`config.mk`:
```
export PLATFORM = sky130hd
export DESIGN_NAME = checksummed_word_framer_top_flat
export DESIGN_NICKNAME = d
export VERILOG_FILES = /design/src/rtl/cwf_pkg.sv /design/src/rtl/cwf_if.sv /design/src/rtl/cwf_core.sv /design/src/rtl/cwf_queue.sv /design/src/rtl/checksummed_word_framer_top.sv /design/src/flat_wrapper.sv
export SDC_FILE = /design/constraint.sdc
export NUM_CORES = 1
export LEC_CHECK = 0
export ABC_AREA = 1
export BUFFER_PORTS_ARGS = -buffer_cell sky130_fd_sc_hd__buf_4
export CAP_MARGIN = 20
export CORE_MARGIN = 3
export CORE_UTILIZATION = 60
export CTS_BUF_LIST = sky130_fd_sc_hd__clkbuf_16
export CTS_CLUSTER_DIAMETER = 150
export DETAILED_ROUTE_END_ITERATION = 8
export PLACE_DENSITY = 0.78
export SLEW_MARGIN = 15
export SYNTH_ARGS = -nofsm -noshare
export SYNTH_HDL_FRONTEND = slang
export SYNTH_SLANG_ARGS = --single-unit
```
`constraint.sdc`:
```
create_clock -name clock -period 4 [get_ports clock]
set_input_delay 0.4 -clock clock [delete_from_list [all_inputs] [get_ports clock]]
set_output_delay 0.4 -clock clock [all_outputs]
set_load 0.1 [all_outputs]
```
`src/rtl/cwf_pkg.sv`:
```
`timescale 1ns / 1ps

package cwf_pkg;

   typedef enum logic [1:0] {
      KIND_SYNC     = 2'd0,
      KIND_PAYLOAD  = 2'd1,
      KIND_CHECKSUM = 2'd2
   } word_kind_type;

   localparam logic [7:0]  SYNC_LOW   = 8'h3E;   // '>'
   localparam logic [7:0]  SYNC_HIGH  = 8'h2A;   // '*'
   localparam logic [15:0] SYNC_WORD  = {SYNC_HIGH, SYNC_LOW};
   localparam logic [15:0] SUM_START  = 16'hAAAA;

   // result queue geometry
   localparam int QUEUE_DEPTH = 4;
   localparam int QUEUE_AW    = 2;
   localparam int QUEUE_CW    = 3;

   typedef struct packed {
      logic [7:0] source_byte;
      logic       page_select;
   } req_payload_type;

   typedef struct packed {
      logic [15:0]   frame_word;
      word_kind_type word_kind;
      logic          frame_last;
   } rsp_payload_type;

   // up to two words produced by one source byte
   typedef struct packed {
      logic [1:0]      count;
      rsp_payload_type slot0;
      rsp_payload_type slot1;
   } result_pair_type;

endpackage

```
`src/rtl/cwf_if.sv`:
```
`timescale 1ns / 1ps

interface cwf_req_if;
   logic                     valid;
   logic                     ready;
   cwf_pkg::req_payload_type payload;

   modport source (output valid, output payload, input ready);
   modport sink   (input valid, input payload, output ready);
endinterface

interface cwf_rsp_if;
   logic                     valid;
   logic                     ready;
   cwf_pkg::rsp_payload_type payload;

   modport source (output valid, output payload, input ready);
   modport sink   (input valid, input payload, output ready);
endinterface

```
`src/rtl/cwf_core.sv`:
```
`timescale 1ns / 1ps

module cwf_core #(
   parameter int HEAD_BYTES    = 20,
   parameter int SKIP_BYTES    = 18,
   parameter int PAYLOAD_BYTES = 38
) (
   input  logic                      clock,
   input  logic                      reset,
   input  logic                      in_fire,
   input  cwf_pkg::req_payload_type  in_payload,
   output cwf_pkg::result_pair_type  results
);

   localparam int HeadEff   = (HEAD_BYTES < PAYLOAD_BYTES) ? HEAD_BYTES : PAYLOAD_BYTES;
   localparam int RecordMax = PAYLOAD_BYTES + SKIP_BYTES;
   localparam int PosW      = $clog2(RecordMax + 1);

   localparam logic [PosW-1:0] HeadPos     = PosW'(HeadEff);
   localparam logic [PosW-1:0] TailPos     = PosW'(HeadEff + SKIP_BYTES);
   localparam logic [PosW-1:0] LastPlain   = PosW'(PAYLOAD_BYTES - 1);
   localparam logic [PosW-1:0] LastSkipped = PosW'(RecordMax - 1);

   logic [PosW-1:0] pos_ff,     pos_in;
   logic            page_ff,    page_in;
   logic [15:0]     sum_ff,     sum_in;
   logic [7:0]      held_ff,    held_in;
   logic            pending_ff, pending_in;

   logic            first;
   logic            page;
   logic            used;
   logic            last;
   logic            has_payload;
   logic [7:0]      add_byte;
   logic [15:0]     sum_next;
   cwf_pkg::rsp_payload_type sync_w, payload_w, check_w;

   always_comb begin
      first    = (pos_ff == '0);
      page     = first ? in_payload.page_select : page_ff;
      used     = !page || (pos_ff < HeadPos) || (pos_ff >= TailPos);
      last     = page ? (pos_ff >= LastSkipped) : (pos_ff >= LastPlain);
      add_byte = used ? in_payload.source_byte : 8'd0;
      sum_next = sum_ff + {8'd0, add_byte};

      has_payload = (used && (pending_ff || last)) || (!used && last && pending_ff);

      sync_w.frame_word = cwf_pkg::SYNC_WORD;
      sync_w.word_kind  = cwf_pkg::KIND_SYNC;
      sync_w.frame_last = 1'b0;

      payload_w.word_kind  = cwf_pkg::KIND_PAYLOAD;
      payload_w.frame_last = 1'b0;
      if (used && pending_ff) begin
         payload_w.frame_word = {in_payload.source_byte, held_ff};
      end else if (used) begin
         payload_w.frame_word = {8'd0, in_payload.source_byte};
      end else begin
         payload_w.frame_word = {8'd0, held_ff};
      end

      check_w.frame_word = sum_next;
      check_w.word_kind  = cwf_pkg::KIND_CHECKSUM;
      check_w.frame_last = 1'b1;
   end

   // a frame start never coincides with a payload word or the frame end
   always_comb begin
      results.slot1 = check_w;
      if (first) begin
         results.slot0 = sync_w;
      end else if (has_payload) begin
         results.slot0 = payload_w;
      end else begin
         results.slot0 = check_w;
      end
      if (!in_fire) begin
         results.count = 2'd0;
      end else begin
         results.count = 2'({1'b0, first} + {1'b0, has_payload} + {1'b0, last});
      end
   end

   always_comb begin
      pos_in     = pos_ff;
      page_in    = page_ff;
      sum_in     = sum_ff;
      held_in    = held_ff;
      pending_in = pending_ff;
      if (in_fire) begin
         page_in = page;
         if (last) begin
            pos_in     = '0;
            sum_in     = cwf_pkg::SUM_START;
            held_in    = 8'd0;
            pending_in = 1'b0;
         end else begin
            pos_in = pos_ff + 1'b1;
            sum_in = sum_next;
            if (used) begin
               if (pending_ff) begin
                  held_in    = 8'd0;
                  pending_in = 1'b0;
               end else begin
                  held_in    = in_payload.source_byte;
                  pending_in = 1'b1;
               end
            end
         end
      end
   end

   always_ff @(posedge clock) begin
      if (reset) begin
         pos_ff     <= '0;
         page_ff    <= 1'b0;
         sum_ff     <= cwf_pkg::SUM_START;
         held_ff    <= 8'd0;
         pending_ff <= 1'b0;
      end else begin
         pos_ff     <= pos_in;
         page_ff    <= page_in;
         sum_ff     <= sum_in;
         held_ff    <= held_in;
         pending_ff <= pending_in;
      end
   end

endmodule

```
`src/rtl/cwf_queue.sv`:
```
`timescale 1ns / 1ps

module cwf_queue (
   input  logic                      clock,
   input  logic                      reset,
   input  cwf_pkg::result_pair_type  wr,
   output logic                      space_ok,
   output logic                      rd_valid,
   input  logic                      rd_ready,
   output cwf_pkg::rsp_payload_type  rd_data
);

   cwf_pkg::rsp_payload_type entry_ff [cwf_pkg::QUEUE_DEPTH];

   logic [cwf_pkg::QUEUE_AW-1:0] wptr_ff,  wptr_in;
   logic [cwf_pkg::QUEUE_AW-1:0] rptr_ff,  rptr_in;
   logic [cwf_pkg::QUEUE_CW-1:0] count_ff, count_in;
   logic [cwf_pkg::QUEUE_AW-1:0] wptr_next;
   logic                         pop;

   assign rd_valid  = (count_ff != '0);
   assign rd_data   = entry_ff[rptr_ff];
   assign pop       = rd_valid && rd_ready;
   // room for the two words a byte can cause
   assign space_ok  = (count_ff <= cwf_pkg::QUEUE_CW'(cwf_pkg::QUEUE_DEPTH - 2));
   assign wptr_next = wptr_ff + 1'b1;

   always_comb begin
      wptr_in  = wptr_ff + cwf_pkg::QUEUE_AW'(wr.count);
      rptr_in  = pop ? rptr_ff + 1'b1 : rptr_ff;
      count_in = count_ff + cwf_pkg::QUEUE_CW'(wr.count) - cwf_pkg::QUEUE_CW'(pop);
   end

   always_ff @(posedge clock) begin
      if (wr.count != 2'd0) begin
         entry_ff[wptr_ff] <= wr.slot0;
      end
      if (wr.count == 2'd2) begin
         entry_ff[wptr_next] <= wr.slot1;
      end
   end

   always_ff @(posedge clock) begin
      if (reset) begin
         wptr_ff  <= '0;
         rptr_ff  <= '0;
         count_ff <= '0;
      end else begin
         wptr_ff  <= wptr_in;
         rptr_ff  <= rptr_in;
         count_ff <= count_in;
      end
   end

endmodule

```
`src/rtl/checksummed_word_framer_top.sv`:
```
`timescale 1ns / 1ps

// Checksummed word framer.
// req_if carries one source byte and a page select per transaction; rsp_if
// carries 16-bit frame words (earlier byte in the low half) with a word kind
// and a last flag on the checksum word that closes each frame.
// A frame is the sync word, the used source bytes packed two per word, then
// a 16-bit checksum that starts at 0xAAAA and adds every used byte.
// The page select is sampled on each frame's first byte; page 1 drops
// SKIP_BYTES bytes after the first HEAD_BYTES bytes.
// A byte's words are written into the result queue and are offered on rsp_if
// from its registers. The framer takes one byte per cycle while req_if.ready is
// high; the byte that ends a frame can cause two words (last payload word and
// checksum), which the four-entry result queue absorbs.
// req_if.ready is low while the queue holds more than two words, so a
// stalled receiver stops the source once three words are waiting; bytes
// that cause no word keep passing until then.
// Reset clears the frame position, page, checksum and the result queue; the
// next byte after reset begins a new frame.
module checksummed_word_framer_top #(
   parameter int HEAD_BYTES    = 20,
   parameter int SKIP_BYTES    = 18,
   parameter int PAYLOAD_BYTES = 38
) (
   input logic        clock,
   input logic        reset,
   cwf_req_if.sink    req_if,
   cwf_rsp_if.source  rsp_if
);

   cwf_pkg::result_pair_type results;
   logic                     space_ok;
   logic                     req_fire;

   assign req_if.ready = space_ok;
   assign req_fire     = req_if.valid && space_ok;

   cwf_core #(
      .HEAD_BYTES    (HEAD_BYTES),
      .SKIP_BYTES    (SKIP_BYTES),
      .PAYLOAD_BYTES (PAYLOAD_BYTES)
   ) u_core (
      .clock      (clock),
      .reset      (reset),
      .in_fire    (req_fire),
      .in_payload (req_if.payload),
      .results    (results)
   );

   cwf_queue u_queue (
      .clock    (clock),
      .reset    (reset),
      .wr       (results),
      .space_ok (space_ok),
      .rd_valid (rsp_if.valid),
      .rd_ready (rsp_if.ready),
      .rd_data  (rsp_if.payload)
   );

endmodule

```
`src/flat_wrapper.sv`:
```
// flat-port wrapper written by rule: the top's interface ports become plain ports
module checksummed_word_framer_top_flat 
#(
   parameter int HEAD_BYTES    = 20,
   parameter int SKIP_BYTES    = 18,
   parameter int PAYLOAD_BYTES = 38
)
  (clock, reset, req_if_valid, req_if_payload, req_if_ready, rsp_if_valid, rsp_if_payload, rsp_if_ready);
  cwf_req_if req_if_i ();
  cwf_rsp_if rsp_if_i ();
  input logic clock;
  input logic reset;
  input wire logic [$bits(req_if_i.valid)-1:0] req_if_valid;
  input wire logic [$bits(req_if_i.payload)-1:0] req_if_payload;
  output wire logic [$bits(req_if_i.ready)-1:0] req_if_ready;
  output wire logic [$bits(rsp_if_i.valid)-1:0] rsp_if_valid;
  output wire logic [$bits(rsp_if_i.payload)-1:0] rsp_if_payload;
  input wire logic [$bits(rsp_if_i.ready)-1:0] rsp_if_ready;
  assign req_if_i.valid = req_if_valid;
  assign req_if_i.payload = req_if_payload;
  assign req_if_ready = req_if_i.ready;
  assign rsp_if_valid = rsp_if_i.valid;
  assign rsp_if_payload = rsp_if_i.payload;
  assign rsp_if_i.ready = rsp_if_ready;
  checksummed_word_framer_top #(.HEAD_BYTES(HEAD_BYTES), .SKIP_BYTES(SKIP_BYTES), .PAYLOAD_BYTES(PAYLOAD_BYTES)) u_core (.clock(clock), .reset(reset), .req_if(req_if_i), .rsp_if(rsp_if_i));
endmodule
```
==> flow_summary_export.csv, run 1 <==
group,metric,value,unit
outcome,status,"complete, no violations",
synthesis,yosysMostFrequentCell,"nand2_1",
detailed_routing,wl,18000,µm
worst_setup_path,critPathSlowestCell,"fa_1",
detailed_routing,vias,6300,
clocking,cts.path.max_buffers,2,
timing,grt_setup_unrepaired,"false",
worst_setup_path,worstReg2RegStart,"u_core.u_core.pos_ff[0]",
timing,period_minus_slack,3640,ps
job,cap_violations,0,
worst_setup_path,cp_data_required_time,4290,ps
worst_setup_path,ff2ff_setup_slack,360,ps
synthesis,ys_top_cells_by_area,"edfxtp_1 29%, nand2_1 17%, dfxtp_1 15%, nand3_1 5.5%, inv_1 5.3%",
detailed_routing,routedWlPerCell,16.7,µm
worst_setup_path,crit_type,"flip-flop to flip-flop",
synthesis,syn_inst,901,
detailed_routing,viasPerCell,5.83,
final_layout,regArea,2900,µm²
floorplanning,std_cell_rows,37,
placed_design,dp_hpwl,12400,µm
timing,clock_skew,9.30,ps
worst_setup_path,crit_arrival,3930,ps
synthesis,ys_ff_latch,113,
timing,period_share,91.1,%
clocking,post-cts-setup-buffers,0,
final_layout,antenna_cells,0,
timing,tns,0,ps
global_routing,antenna_found_initial,0,
synthesis,synth_largest_area_cell,"edfxtp_1",
floorplanning,core_area,10600,µm²
synthesis,ys_types,39,
min_path,worstHoldPathType,"input pin to flip-flop",
synthesis,synth_edf_count,64,
pwr,powerDensity,876,nW/µm²
min_path,hold_end,"u_core.u_core.held_ff[3]",
clocking,path_clk_slew,50,ps
clocking,cts.htree.levels,4,
final_layout,area_growth,13.1,%
timing,finalSetupViolCount,0,
clocking,cts_tree,"built",
floorplanning,dieArea,12500,µm²
min_path,min_path_cells,3,
worst_setup_path,crit_chain,"inv_1 > ha_1 > nand4_1 > nand2_1 > nand2_1 > nand2_2 > nand2_4 > fa_1 > inv_1 > nor2_8 > inv_1 > ha_1 > inv_1 > ha_1 > fa_1 > xor2_1 > o21ai_0 > a21oi_1",
global_routing,overflow,0,
synthesis,syn-mean-instance-area,7.43,µm²
final_layout,nets,964,
global_routing,grt_pass1_vias,6200,
final_layout,fillCellCount,842,
pwr,clkPwrFrac,20.9,%
timing,maxSlewViolCount,0,
pwr,ir_worst_vdd,0.843,mV
synthesis,synth_common_cells,"307 x nand2_1, 95 x inv_1, 74 x nand3_1",
placed_design,place_congestion,0.900,
final_layout,multi_input_area,3220,µm²
clocking,hold_buffers,0,
pwr,internal_power,3290,µW
floorplanning,die_w,112,µm
global_routing,grt_max_degree,40,
pwr,p_sw_share,50.4,%
worst_setup_path,worst_r2r_path_depth,18,
pwr,p_sw,3340,µW
worst_setup_path,slowest_delay,560,ps
clocking,cts_inserted_buffers,17,
clocking,clockRootBuffer,"clkbuf_16",
pwr,power.leakage,0.00353,µW
synthesis,synth_nets,933,
synthesis,synth_flop_cell,"edfxtp_1",
worst_setup_path,worst_setup_path_start_kind,"flip-flop",
detailed_routing,drc,0,
floorplanning,pin_count,34,
synthesis,syn_area,6700,µm²
global_routing,globalRouteTotalUtil,29.6,%
clocking,ctsResizeCount,0,
synthesis,yosysWarningCount,0,
synthesis,async_flop_share,0,%
pwr,p_seq_share,27.1,%
clocking,clk-insertion-delay-late,420,ps
worst_setup_path,end_kind,"flip-flop",
clocking,clock_sink_count,113,
global_routing,grt_pass1_wl,29500,µm
min_path,hp-start,"req_if_payload[4]",
detailed_routing,firstDrtPassIters,6,
worst_setup_path,crit_top_cell,"inv_1",
timing,finalHoldViolations,0,
detailed_routing,drt_iter0_markers,678,
timing,relSlewSlack,38.6,%
floorplanning,die_y,112,µm
detailed_routing,ant_nets,0,
timing,fin_hold_ws,267,ps
final_layout,drive_gt1_share,11.4,%
timing,tightest_slew,915,ps
synthesis,seq_area_frac_synth,43.3,%
worst_setup_path,cp_max_fo,16,
placed_design,port_buffers,33,
pwr,p_comb_share,52.0,%
worst_setup_path,r2r-end,"u_core.u_queue.count_ff[2]",
timing,fmax,0.274,GHz
synthesis,synth_top_area_share,28.7,%
floorplanning,initial_core_util,63.2,%
worst max-delay path by stage:
stage | startpoint | to | slack [ps] | cells after the start
6_report | u_core.u_core.pos_ff[0] | u_core.u_queue.count_ff[2] | 360 | 18
5_1_grt | u_core.u_core.pos_ff[0] | u_core.u_queue.count_ff[2] | 80 | 18
4_1_cts | u_core.u_core.pos_ff[0] | u_core.u_queue.count_ff[2] | 370 | 18
3_5_place_dp | u_core.u_core.pos_ff[0] | u_core.u_queue.count_ff[2] | 410 | 18
3_3_place_gp | u_core.u_core.pos_ff[0] | u_core.u_queue.count_ff[2] | 560 | 18
2_1_floorplan | u_core.u_core.pos_ff[0] | u_core.u_queue.count_ff[2] | 620 | 19
stage by stage:
| stage | instances | power [µW] | utilization (%) | setup WS [ps] | cell area, µm² |
|---|---|---|---|---|---|
| after global routing | 1081 | 6970 | 71.5 | 78.4 | 7580 |
| final | 1081 | 6640 | 71.5 | 357 | 7580 |
| after CTS | 1081 | 6600 | 71.5 | 372 | 7580 |
| after detailed placement | 1049 | 5190 | 66.3 | 407 | 7030 |
| after global placement | 1049 | 5080 | 66.3 | 562 | 7030 |
| after floorplan | 901 | 4440 | - | 624 | 6700 |
cell type report:
cell class	instances	area share (%)
Clock inverter	14	1.32
Clock buffer	18	5.94
Inverter	105	5.23
Sequential cell	113	38.3
Timing Repair Buffer	45	4.46
Tap cell	136	2.25
Multi-Input combinational cell	650	42.5
logic make-up (layout without fill, tap and decap cells):
logic type	count (synthesis)	after routing	synth area share [%]
compound gates	110	110	8.91
xor+xnor	6	6	0.785
fa+ha+maj	19	19	3.89
buf+inv	138	182	8.59
flops	113	113	43.3
simple gates	515	515	34.5
registers in the layout (all words and copies together), names as in the netlist, named ones only:
register and cells:
u_core.u_core.pos_ff 6, u_core.u_queue.count_ff 3, u_core.u_queue.entry_ff 72, u_core.u_core.page_ff 1
u_core.u_core.sum_ff 16, u_core.u_core.pending_ff 1, u_core.u_queue.wptr_ff 2, u_core.u_queue.rptr_ff 2
u_core.u_core.held_ff 8
critical path: cells and delay by family, from the launching register on:
family / cells / cell delay (ps)
flops: 1 / 320
buf+inv: 4 / 340
simple gates: 6 / 890
compound gates: 2 / 210
fa+ha+maj: 5 / 1590
xor+xnor: 1 / 160
power by group through the flow:
stage                     Combinational, µW  Clock [µW]  Sequential [µW]
final                                  3450        1390             1800
after global routing                   3690        1460             1830
after CTS                              3410        1400             1790
after detailed placement               3380           0             1810
after global placement                 3280           0             1800
after floorplan                        2680           0             1760
layout by cell type (no fill, tap or decap), types with 11 or more instances in the layout:
cell and instances:
nand2_2 11, clkbuf_16 18, o22ai_1 18, nor2_1 57
o21ai_0 50, buf_4 45, a21oi_1 32, ha_1 16
nand2_1 307, edfxtp_1 64, inv_1 98, nand4_1 30
nand3_1 74, dfxtp_1 49
routing by layer:
layer  GRT usage (%)  part of all wire, %  routed length (µm)
met2            49.1                   48                8560
met4            14.0                  3.8                 693
met1            36.9                   40                7190
met5               0                    0                   0
met3            6.20                  8.7                1570
No activity file was read; power rests on OpenSTA's default activity.
==> inputs of run 2 (changes only) <==
CORE_UTILIZATION = 55   (was 60)
PLACE_DENSITY = 0.73   (was 0.78)
==> run 2 against run 1 <==
First-iteration DRC count down 16%. Non-clock buffer count did not move. Fmax increased by 1.2%. Clock skew fell by 3.0 ps. Global-route usage shrank 2.1 points. Hold slack lost 2.8 ps.
==> flow_summary_export.csv, run 2 (synthesis results as in run 1) <==
group,metric,value,unit
outcome,status,"complete, no violations",
worst_setup_path,worst_r2r_path_depth,18,
clocking,clock_sink_count,113,
timing,maxSlewViolCount,0,
clocking,cts_tree,"built",
global_routing,grt_pass1_wl,28800,µm
timing,relSlewSlack,40.8,%
detailed_routing,firstDrtPassIters,6,
min_path,worstHoldPathType,"input pin to flip-flop",
placed_design,dp_hpwl,12000,µm
floorplanning,std_cell_rows,39,
final_layout,nets,964,
final_layout,top_regs,"u_core.u_queue.entry_ff: 72 flops, u_core.u_core.sum_ff: 16 flops, u_core.u_core.held_ff: 8 flops",
placed_design,port_buffers,33,
worst_setup_path,slowest_delay,560,ps
floorplanning,core_area,11700,µm²
final_layout,antenna_cells,0,
clocking,clk-insertion-delay-late,420,ps
timing,finalHoldViolations,0,
timing,fin_ws,400,ps
floorplanning,initial_core_util,57.4,%
clocking,ctsResizeCount,0,
worst_setup_path,worst-path-buf-inv,4,
floorplanning,die_w,116,µm
global_routing,overflow,0,
clocking,path_clk_slew,50,ps
timing,period_minus_slack,3600,ps
pwr,power.leakage,0.00354,µW
worst_setup_path,crit_arrival,3940,ps
worst_setup_path,cp_data_required_time,4340,ps
global_routing,grt_max_degree,40,
worst_setup_path,worstReg2RegStart,"u_core.u_core.pos_ff[0]",
clocking,hold_buffers,0,
worst_setup_path,startpoint,"u_core.u_core.pos_ff[0]",
job,cap_violations,0,
timing,tightest_slew,883,ps
global_routing,grt_pass1_vias,5991,
global_routing,antenna_found_initial,0,
pwr,power,6630,µW
detailed_routing,drc,0,
worst_setup_path,cp.depth,18,
global_routing,globalRouteTotalUtil,27.5,%
worst_setup_path,crit_chain,"inv_1 > ha_1 > nand4_1 > nand2_1 > nand2_1 > nand2_2 > nand2_4 > fa_1 > inv_1 > nor2_8 > inv_1 > ha_1 > inv_1 > ha_1 > fa_1 > xor2_1 > o21ai_0 > a21oi_1",
worst_setup_path,path_delay_family,"adder cells",
placed_design,dp_slack,417,ps
final_layout,final_cell_count_no_fill,1088,
floorplanning,die_y,116,µm
clocking,clockRootBuffer,"clkbuf_16",
clocking,post-cts-setup-buffers,0,
worst_setup_path,crit_top_cell,"inv_1",
final_layout,largest-register,"u_core.u_queue.entry_ff",
detailed_routing,ant_nets,0,
worst_setup_path,critPathSlowestCell,"fa_1",
worst_setup_path,crit_type,"flip-flop to flip-flop",
worst_setup_path,end_kind,"flip-flop",
detailed_routing,wl,17600,µm
final_layout,largest_reg_flops,72,
clocking,cts.htree.levels,4,
worst_setup_path,cp_max_fo,16,
worst_setup_path,ff2ff_setup_slack,400,ps
worst_setup_path,crit_path_end,"u_core.u_queue.count_ff[2]",
timing,period_share,90.0,%
timing,fmax,0.278,GHz
pwr,powerDensity,873,nW/µm²
worst_setup_path,r2r-end,"u_core.u_queue.count_ff[2]",
timing,tns,0,ps
worst_setup_path,worst_setup_path_start_kind,"flip-flop",
detailed_routing,vias,6208,
final_layout,final_cell_mix,"307 x nand2_1, 98 x inv_1, 74 x nand3_1",
clocking,cts.path.max_buffers,2,
detailed_routing,drt_iter0_markers,568,
detailed_routing,routedWlPerCell,16.1,µm
final_layout,drive_gt1_share,11.7,%
final_layout,layout_commonest_cell,"nand2_1",
placed_design,place_inst,1056,
timing,finalSetupViolCount,0,
final_layout,fillCellCount,1012,
pwr,ir_worst_vdd,0.316,mV
floorplanning,dieArea,13500,µm²
timing,clock_skew,6.34,ps
detailed_routing,viasPerCell,5.71,
floorplanning,pin_count,34,
clocking,cts_inserted_buffers,17,
final_layout,area_growth,13.3,%
timing,grt_setup_unrepaired,"false",
placed_design,place_congestion,0.921,
## run 2: changes by cell type in the layout (fill, tap and decap cells not counted), sizes merged
cell and change:
bufinv +1, clkbuf -1, clkinv +2, clkinvlp -2
## run 2: where the power goes
part,switching [µW],internal (µW)
Sequential,148,1650
Combinational,2640,773
Clock,529,897
## run 2: routing by layer
metal / track usage, % / wire [µm] / up-vias
met3: 6.11 / 1520 / 43
li1: - / - / 3038
met2: 45.6 / 8410 / 277
met5: 0 / 0 / -
met4: 11.8 / 376 / 0
met1: 34.6 / 7260 / 2850
## run 2: worst reg2reg max path, delay by kind of cell (launching register included)
| kind | cells | cell delay, ps |
|---|---|---|
| simple gates | 6 | 840 |
| xor+xnor | 1 | 180 |
| compound gates | 2 | 230 |
| fa+ha+maj | 5 | 1590 |
| buf+inv | 4 | 360 |
| flops | 1 | 330 |
## run 2: worst min-delay path by stage
stage | startpoint | to | slack [ps] | cells past startpoint
CTS | req_if_payload[2] | u_core.u_core.held_ff[1] | 250 | 3
global placement | u_core.u_queue.rptr_ff[1] | u_core.u_queue.rptr_ff[1] | 450 | 2
floorplan | u_core.u_queue.rptr_ff[1] | flip-flop | 440 | 2
detailed placement | u_core.u_core.held_ff[1] | u_core.u_core.held_ff[1] | 460 | 2
finish | req_if_payload[6] | u_core.u_core.held_ff[5] | 260 | 3
global route | req_if_payload[6] | u_core.u_core.held_ff[5] | 260 | 3
## run 2: metrics by stage
stage          area (µm²)  util, %  hold WS, ps
2_1_floorplan        6700        -          436
3_3_place_gp         7040     60.3          448
3_5_place_dp         7040     60.3          457
4_1_cts              7590     65.1          250
5_1_grt              7590     65.1          258
6_report             7590     65.1          264
## run 2: final cells by class
cell class	instances	area, µm²	area share, %
Clock inverter	15	129	1.70
Timing Repair Buffer	45	338	4.45
Clock buffer	17	425	5.61
Sequential cell	113	2900	38.2
Tap cell	143	179	2.36
Multi-Input combinational cell	650	3220	42.4
Inverter	105	397	5.23
